**config.mk**
```make
export PLATFORM = sky130hd
export DESIGN_NAME = char_lcd_write_sequencer_top
export DESIGN_NICKNAME = d
export VERILOG_FILES = /design/src/lcdws_pkg.sv /design/src/char_lcd_write_sequencer_top.sv /design/src/lcdws_front.sv /design/src/lcdws_job_fifo.sv /design/src/lcdws_back.sv
export SDC_FILE = /design/constraint.sdc
export NUM_CORES = 1
export LEC_CHECK = 0
export BUFFER_PORTS_ARGS = -buffer_cell sky130_fd_sc_hd__buf_2
export CAP_MARGIN = 10
export CORE_ASPECT_RATIO = 1.4
export CORE_MARGIN = 2
export CORE_UTILIZATION = 45
export CTS_CLUSTER_DIAMETER = 50
export DETAILED_ROUTE_END_ITERATION = 8
export SYNTH_ARGS = -nofsm -noshare
export SYNTH_HDL_FRONTEND = slang
export SYNTH_SLANG_ARGS = --single-unit
```
**constraint.sdc**
```tcl
create_clock -name i_clk -period 3.5 [get_ports i_clk]
set_input_delay 0.35 -clock i_clk [delete_from_list [all_inputs] [get_ports i_clk]]
set_output_delay 0.35 -clock i_clk [all_outputs]
set_load 0.05 [all_outputs]
```
**src/lcdws_pkg.sv**
```systemverilog
// Package for the character LCD write sequencer: word types, codes, tables.
// No dependencies.
`default_nettype none
package lcdws_pkg;

    localparam logic [2:0] FUNC_CMD  = 3'd0;
    localparam logic [2:0] FUNC_CHAR = 3'd1;
    localparam logic [2:0] FUNC_POS  = 3'd2;
    localparam logic [2:0] FUNC_SLOT = 3'd3;
    localparam logic [2:0] FUNC_INIT = 3'd4;

    localparam logic [7:0] ROW_BASE_ONE   = 8'h80;
    localparam logic [7:0] ROW_BASE_TWO   = 8'hC0;
    localparam logic [7:0] ROW_BASE_THREE = 8'h94;
    localparam logic [7:0] ROW_BASE_FOUR  = 8'd212;

    localparam logic [7:0] CGRAM_BASE  = 8'h40;
    localparam logic [7:0] MODE_FOUR   = 8'h28;
    localparam logic [7:0] MODE_EIGHT  = 8'h38;
    localparam logic [3:0] INIT_MODE_IDX = 4'd7;
    localparam logic [3:0] INIT_LAST_IDX = 4'd8;
    localparam logic [3:0] INIT_PAUSE_CNT = 4'd3;

    localparam logic [1:0] PAUSE_NONE = 2'd0;

    localparam int JOB_DEPTH = 4;
    localparam int JOB_AW    = $clog2(JOB_DEPTH);

    typedef struct packed {
        logic [2:0] func;
        logic [7:0] value;
        logic [2:0] row;
        logic [5:0] column;
    } t_in_word;

    typedef struct packed {
        logic       reg_select;
        logic [7:0] bus_value;
        logic [1:0] pause_before;
        logic       last;
    } t_out_word;

    // One classified request for the back end.
    typedef struct packed {
        logic       init;
        logic       two_bytes;
        logic       rs0;
        logic [7:0] b0;
        logic [7:0] b1;
    } t_job;

    function automatic logic [7:0] power_seq(input logic [3:0] idx, input logic bus_mode);
        logic [7:0] b;
        unique case (idx)
            4'd0, 4'd1, 4'd2: b = 8'h38;
            4'd3:             b = 8'h01;
            4'd4:             b = 8'h02;
            4'd5:             b = 8'h06;
            4'd6:             b = 8'h0C;
            INIT_MODE_IDX:    b = bus_mode ? MODE_EIGHT : MODE_FOUR;
            INIT_LAST_IDX:    b = 8'h80;
            default:          b = 8'h00;
        endcase
        return b;
    endfunction

endpackage
`default_nettype wire

```
**src/char_lcd_write_sequencer_top.sv**
```systemverilog
// Character LCD write sequencer, top level: bus mode register, front end,
// job queue and back end. Depends on lcdws_pkg and the lcdws_* modules.
//
// Requests go in on i_item with push/full; strobe words come out on o_res with
// empty/pop, oldest first, one word per enable strobe, last set on the final
// strobe of each request. Unused func codes are taken and give no words.
// A request pushed into an idle block passes through both registered queues
// before its first word shows. The front end takes one request per cycle while
// the four-entry job queue has room; the back end sends one strobe word per
// cycle while the result queue has room. A request gives 1 or 2 strobes for a
// command, character or glyph slot, 1 to 4 for a positioned character, 9 or
// 18 for power-up. When pop is held low the two-entry result queue fills, the
// back end stops, then the job queue fills and full rises; nothing is lost.
// i_cfg_we writes i_cfg_data into bus_mode (0 four lines, 1 eight lines); write
// it only while idle. Synchronous reset empties both queues and clears bus_mode.
`default_nettype none
module char_lcd_write_sequencer_top (
    input  wire                  i_clk,
    input  wire                  i_rst_n,
    input  wire                  i_cfg_we,
    input  wire                  i_cfg_data,
    input  wire                  push,
    output logic                 full,
    input  lcdws_pkg::t_in_word  i_item,
    output logic                 empty,
    input  wire                  pop,
    output lcdws_pkg::t_out_word o_res
);
    import lcdws_pkg::*;

    logic     r_bus_mode;
    logic     q_full, job_push;
    logic     job_valid, job_pop;
    t_job     job_in, job_head;

    always_ff @(posedge i_clk) begin
        if (!i_rst_n) begin
            r_bus_mode <= 1'b0;
        end else if (i_cfg_we) begin
            r_bus_mode <= i_cfg_data;
        end
    end

    lcdws_front u_front (
        .i_push     (push),
        .i_item     (i_item),
        .i_q_full   (q_full),
        .o_full     (full),
        .o_job_push (job_push),
        .o_job      (job_in)
    );

    lcdws_job_fifo u_jobq (
        .i_clk     (i_clk),
        .i_rst_n   (i_rst_n),
        .i_push    (job_push),
        .i_job     (job_in),
        .o_full    (q_full),
        .i_pop     (job_pop),
        .o_valid   (job_valid),
        .o_job     (job_head)
    );

    lcdws_back u_back (
        .i_clk       (i_clk),
        .i_rst_n     (i_rst_n),
        .i_bus_mode  (r_bus_mode),
        .i_job_valid (job_valid),
        .i_job       (job_head),
        .o_job_pop   (job_pop),
        .i_pop       (pop),
        .o_empty     (empty),
        .o_res       (o_res)
    );
endmodule
`default_nettype wire

```
**src/lcdws_front.sv**
```systemverilog
// Front end: classifies request words into byte jobs.
// Depends on lcdws_pkg.
`default_nettype none
module lcdws_front (
    input  wire                  i_push,
    input  lcdws_pkg::t_in_word  i_item,
    input  wire                  i_q_full,
    output logic                 o_full,
    output logic                 o_job_push,
    output lcdws_pkg::t_job      o_job
);
    import lcdws_pkg::*;

    logic       row_ok;
    logic [7:0] base;
    logic       has_job;

    always_comb begin
        row_ok = 1'b1;
        unique case (i_item.row)
            3'd1:    base = ROW_BASE_ONE;
            3'd2:    base = ROW_BASE_TWO;
            3'd3:    base = ROW_BASE_THREE;
            3'd4:    base = ROW_BASE_FOUR;
            default: begin
                base   = 8'h00;
                row_ok = 1'b0;
            end
        endcase
    end

    always_comb begin
        o_job   = '0;
        has_job = 1'b1;
        unique case (i_item.func)
            FUNC_CMD: begin
                o_job.b0 = i_item.value;
            end
            FUNC_CHAR: begin
                o_job.rs0 = 1'b1;
                o_job.b0  = i_item.value;
            end
            FUNC_POS: begin
                if (row_ok) begin
                    o_job.two_bytes = 1'b1;
                    o_job.b0 = 8'(base + {2'b00, i_item.column} - 8'd1);
                    o_job.b1 = i_item.value;
                end else begin
                    o_job.rs0 = 1'b1;
                    o_job.b0  = i_item.value;
                end
            end
            FUNC_SLOT: begin
                o_job.b0 = CGRAM_BASE + {i_item.value[4:0], 3'b000};
            end
            FUNC_INIT: begin
                o_job.init = 1'b1;
            end
            default: has_job = 1'b0;
        endcase
    end

    assign o_full     = i_q_full;
    assign o_job_push = i_push && !i_q_full && has_job;
endmodule
`default_nettype wire

```
**src/lcdws_job_fifo.sv**
```systemverilog
// Short job queue between front and back ends.
// Depends on lcdws_pkg.
`default_nettype none
module lcdws_job_fifo (
    input  wire                  i_clk,
    input  wire                  i_rst_n,
    input  wire                  i_push,
    input  lcdws_pkg::t_job      i_job,
    output logic                 o_full,
    input  wire                  i_pop,
    output logic                 o_valid,
    output lcdws_pkg::t_job      o_job
);
    import lcdws_pkg::*;

    t_job              r_mem [JOB_DEPTH];
    logic [JOB_AW-1:0] r_wr, r_rd;
    logic [JOB_AW:0]   r_cnt;
    logic              do_pop;

    assign o_full  = (r_cnt == (JOB_AW+1)'(JOB_DEPTH));
    assign o_valid = (r_cnt != '0);
    assign o_job   = r_mem[r_rd];
    assign do_pop  = i_pop && o_valid;

    always_ff @(posedge i_clk) begin
        if (i_push) begin
            r_mem[r_wr] <= i_job;
        end
    end

    always_ff @(posedge i_clk) begin
        if (!i_rst_n) begin
            r_wr  <= '0;
            r_rd  <= '0;
            r_cnt <= '0;
        end else begin
            if (i_push) begin
                r_wr <= r_wr + 1'b1;
            end
            if (do_pop) begin
                r_rd <= r_rd + 1'b1;
            end
            r_cnt <= r_cnt + (JOB_AW+1)'(i_push) - (JOB_AW+1)'(do_pop);
        end
    end
endmodule
`default_nettype wire

```
**src/lcdws_back.sv**
```systemverilog
// Back end: walks each job byte by byte and nibble by nibble, one strobe word
// a cycle into a two-entry result queue when not full. Depends on lcdws_pkg.
`default_nettype none
module lcdws_back (
    input  wire                  i_clk,
    input  wire                  i_rst_n,
    input  wire                  i_bus_mode,
    input  wire                  i_job_valid,
    input  lcdws_pkg::t_job      i_job,
    output logic                 o_job_pop,
    input  wire                  i_pop,
    output logic                 o_empty,
    output lcdws_pkg::t_out_word o_res
);
    import lcdws_pkg::*;

    logic [3:0] r_idx;
    logic       r_nib;
    t_out_word  r_q [2];
    logic       r_wr, r_rd;
    logic [1:0] r_cnt;

    logic [7:0] cur_byte;
    logic       byte_last;
    logic       emit, do_pop;
    t_out_word  word;

    always_comb begin
        if (i_job.init) begin
            cur_byte  = power_seq(r_idx, i_bus_mode);
            byte_last = (r_idx == INIT_LAST_IDX);
            word.reg_select = 1'b0;
        end else begin
            cur_byte  = r_idx[0] ? i_job.b1 : i_job.b0;
            byte_last = i_job.two_bytes ? r_idx[0] : 1'b1;
            word.reg_select = r_idx[0] ? 1'b1 : i_job.rs0;
        end
        if (i_bus_mode) begin
            word.bus_value = cur_byte;
        end else begin
            word.bus_value = {4'h0, r_nib ? cur_byte[3:0] : cur_byte[7:4]};
        end
        if (i_job.init && !r_nib && r_idx < INIT_PAUSE_CNT) begin
            word.pause_before = r_idx[1:0] + 2'd1;
        end else begin
            word.pause_before = PAUSE_NONE;
        end
        word.last = byte_last && (i_bus_mode || r_nib);
    end

    assign emit      = i_job_valid && (r_cnt != 2'd2);
    assign o_job_pop = emit && word.last;
    assign do_pop    = i_pop && !o_empty;
    assign o_empty   = (r_cnt == 2'd0);
    assign o_res     = r_q[r_rd];

    always_ff @(posedge i_clk) begin
        if (emit) begin
            r_q[r_wr] <= word;
        end
    end

    always_ff @(posedge i_clk) begin
        if (!i_rst_n) begin
            r_idx <= '0;
            r_nib <= 1'b0;
            r_wr  <= 1'b0;
            r_rd  <= 1'b0;
            r_cnt <= '0;
        end else begin
            if (emit) begin
                r_wr <= ~r_wr;
                if (i_bus_mode || r_nib) begin
                    r_nib <= 1'b0;
                    r_idx <= word.last ? 4'd0 : r_idx + 4'd1;
                end else begin
                    r_nib <= 1'b1;
                end
            end
            if (do_pop) begin
                r_rd <= ~r_rd;
            end
            r_cnt <= r_cnt + 2'(emit) - 2'(do_pop);
        end
    end
endmodule
`default_nettype wire

```
==> impl_metrics.py <==
metrics = {
    "pwr": {
        "p_total_w": 0.00473,
        "ir_drop_uv": 314,
        "power.density_nw_per_um2": 727,
        "p_leak_nw": 2.41,
    },
    "worst_setup_path": {
        "critPathBufInv": 1,
        "r2r-end": "u_jobq.r_cnt[1]",
        "ff2ff_path_depth": 9,
        "r2r_slack_ps": 710,
        "worstPathRequired_ps": 3810,
        "worstSetupPathType": "reg2reg",
        "worstPathCellList": "mux4_2 > nand2_4 > o31ai_4 > nor2_1 > ha_1 > inv_1 > ha_1 > fa_1 > and2_1",
        "critPathSlowestCell": "dfxtp_1",
        "crit_family": "adder cells",
        "cpPeakStageDelay_ps": 610,
        "crit_path_start_kind": "flip-flop",
        "cp_max_fo": 9,
        "end_kind": "flip-flop",
        "cp_data_arrival_time_ps": 3100,
        "worst_path_most_repeated_cell": "ha_1",
    },
    "logic_synthesis": {
        "synthTopCellsByArea": "edfxtp_1 (54%), mux4_2 (7.3%), dfxtp_1 (7.2%)",
        "synth_top_area_share_pct": 54.1,
        "ys_seq_area_share_pct": 61.4,
        "post-synth-top-area-cell": "edfxtp_1",
        "syn-cell-area_sq_um": 5550,
        "syn_inst": 401,
        "synth_edf_count": 100,
        "async_flop_share_pct": 0,
        "synth_nets": 449,
        "synth_cell_types": 51,
        "yosysWarnings": 0,
        "avgSynthCellArea_sq_um": 13.8,
        "ys.flop_type": "edfxtp_1",
        "synth.most_common_cell": "edfxtp_1",
        "synthTopCellsByCount": "edfxtp_1 (100), nor2_1 (28), inv_1 (26)",
        "synth_seq_cells": 120,
    },
    "layout": {
        "area_growth_pct": 17.2,
        "antenna_cells": 0,
        "n_fill_cell": 1030,
        "final_core_util_pct": 53.3,
        "drive_gt1_share_pct": 23.8,
        "nets": 505,
        "design_area_sq_um": 6500,
    },
    "clocking": {
        "cts_tree": "done",
        "h-tree-depth": 4,
        "root_buffer": "clkbuf_16",
        "cts_sinks": 120,
        "ctsResizeCount": 0,
        "clk_latency_ps": 420,
        "cts_buffers": 17,
        "clk_path_buf_depth": 2,
        "hold_buffers": 0,
        "post_cts_buffers": 0,
        "clk_pin_slew_ps": 50,
    },
    "sta": {
        "finalCritPeriodShare_pct": 79.7,
        "fin_tns_setup_ps": 0,
        "drv_slew": 0,
        "fmax_mhz": 358,
        "fin_skew_ps": 14.0,
        "hold_violations": 0,
        "period_needed_ps": 2790,
        "hold_ws_ps": 166,
        "setup_viol": 0,
        "worst_pin_slew_ps": 576,
        "slew-limit-headroom_pct": 61.6,
        "rsz0062_at_grt": "no",
    },
    "floorplan": {
        "die_x_um": 97.8,
        "die_h_um": 135,
        "pin_count": 40,
        "initial_core_util_pct": 45.5,
        "fp-row-count": 48,
        "core_area_sq_um": 12200,
        "design.die.area_sq_um": 13200,
    },
    "routing": {
        "wl_per_cell_um": 17.2,
        "ant_nets": 0,
        "firstDrtPassIters": 4,
        "drt_iter0_drc": 154,
        "drc_errors": 0,
        "vias_per_cell": 5.43,
        "via_count": 3369,
        "wirelength_um": 10700,
    },
    "placement": {
        "dpl-instance-area_sq_um": 5950,
        "dp_hpwl_um": 7460,
        "gp_congestion": 0.804,
        "place.port_buffers": 39,
    },
    "min_path": {
        "hp-start": "i_cfg_data",
        "hold_depth": 3,
        "min_to": "r_bus_mode",
        "hold_class": "in2reg",
    },
    "global_routing": {
        "antenna_found_initial": 0,
        "grt_pass1_wl_um": 17400,
        "overflow": 0,
        "grt_pass1_vias": 3521,
        "grtUsageTotal_pct": 17.3,
        "grt_max_degree": 20,
    },
    "status": {
        "status": "finished clean",
    },
    "job": {
        "cap_violations": 0,
    },
}
## flip-flops by register name, indices dropped and copies added, names as in the netlist, named ones only
name          count
u_jobq.r_mem     76
u_back.r_q       24
u_back.r_idx      4
u_jobq.r_cnt      3
u_back.r_cnt      2
u_jobq.r_rd       2
u_jobq.r_wr       2
r_bus_mode        1
u_back.r_nib      1
u_back.r_rd       1
u_back.r_wr       1
## where the power goes
part,switching [W],internal (W),total (W)
Combinational,0.000811,0.000435,0.00125
Sequential,0.0000925,0.00179,0.00188
Clock,0.000632,0.000971,0.00160
Total,0.00154,0.00319,0.00473
## stage by stage
| stage | worst slack [ps] | cells |
|---|---|---|
| after global placement | 608 | 588 |
| after CTS | 698 | 620 |
| after floorplan | 909 | 401 |
| final | 710 | 620 |
| after global routing | 532 | 620 |
| after detailed placement | 496 | 588 |
## cell families (layout without fill, tap and decap cells)
kind of cell / count (synthesis) / after routing / synth area share (%)
adder cells (fa/ha/maj): 22 / 22 / 5.23
buffers and inverters: 38 / 107 / 2.75
AO/OA/AOI/OAI: 57 / 57 / 7.31
multiplexers: 35 / 35 / 10.6
AND/OR/NAND/NOR: 118 / 118 / 11.0
XOR/XNOR: 11 / 11 / 1.74
flip-flops: 120 / 120 / 61.4
## per-layer routing
layer,global-route usage [%],wire length [um]
met2,31.6,5710
met4,7.95,204
met5,0,0
met3,4.33,372
met1,18.6,4370
## cell usage in the layout (no fill, tap or decap), drive strengths merged, types with 6 or more instances in the layout
cell	instances
dfxtp	20
edfxtp	100
and2	17
ha	20
inv	29
buf	48
o21ai	14
nor2b	6
a21oi	9
nor2	28
nand3	6
nor3	7
nand2	26
clkbuf	17
mux2	12
clkinvlp	7
mux4	18
xnor2	8
## area by class of cell
cell class / instances / area [sq um] / share of cell area (%)
inverter: 27 / 101 / 1.56
timing repair buffer: 48 / 263 / 4.04
clock buffer: 17 / 425 / 6.54
clock inverter: 15 / 130 / 2.00
multi-input combinational: 243 / 1990 / 30.6
sequential: 120 / 3400 / 52.3
tap: 150 / 188 / 2.89
## worst min-delay path: stages
cell and delay (ps):
buf_2 80, mux2i_1 50, nor2_1 70
## worst max path at each step
stage	slack, ps	to	cells after the start	from
after floorplan	910	u_jobq.r_mem[0][15]	10	i_item[6]
after global placement	610	u_jobq.r_mem[0][15]	11	i_item[6]
after detailed placement	500	u_jobq.r_mem[1][15]	11	i_item[8]
after CTS	700	u_jobq.r_cnt[1]	9	flip-flop
after global routing	530	u_jobq.r_cnt[1]	9	flip-flop
final	710	u_jobq.r_cnt[1]	9	flip-flop
Note: power is estimated with default switching activity, not from simulation.
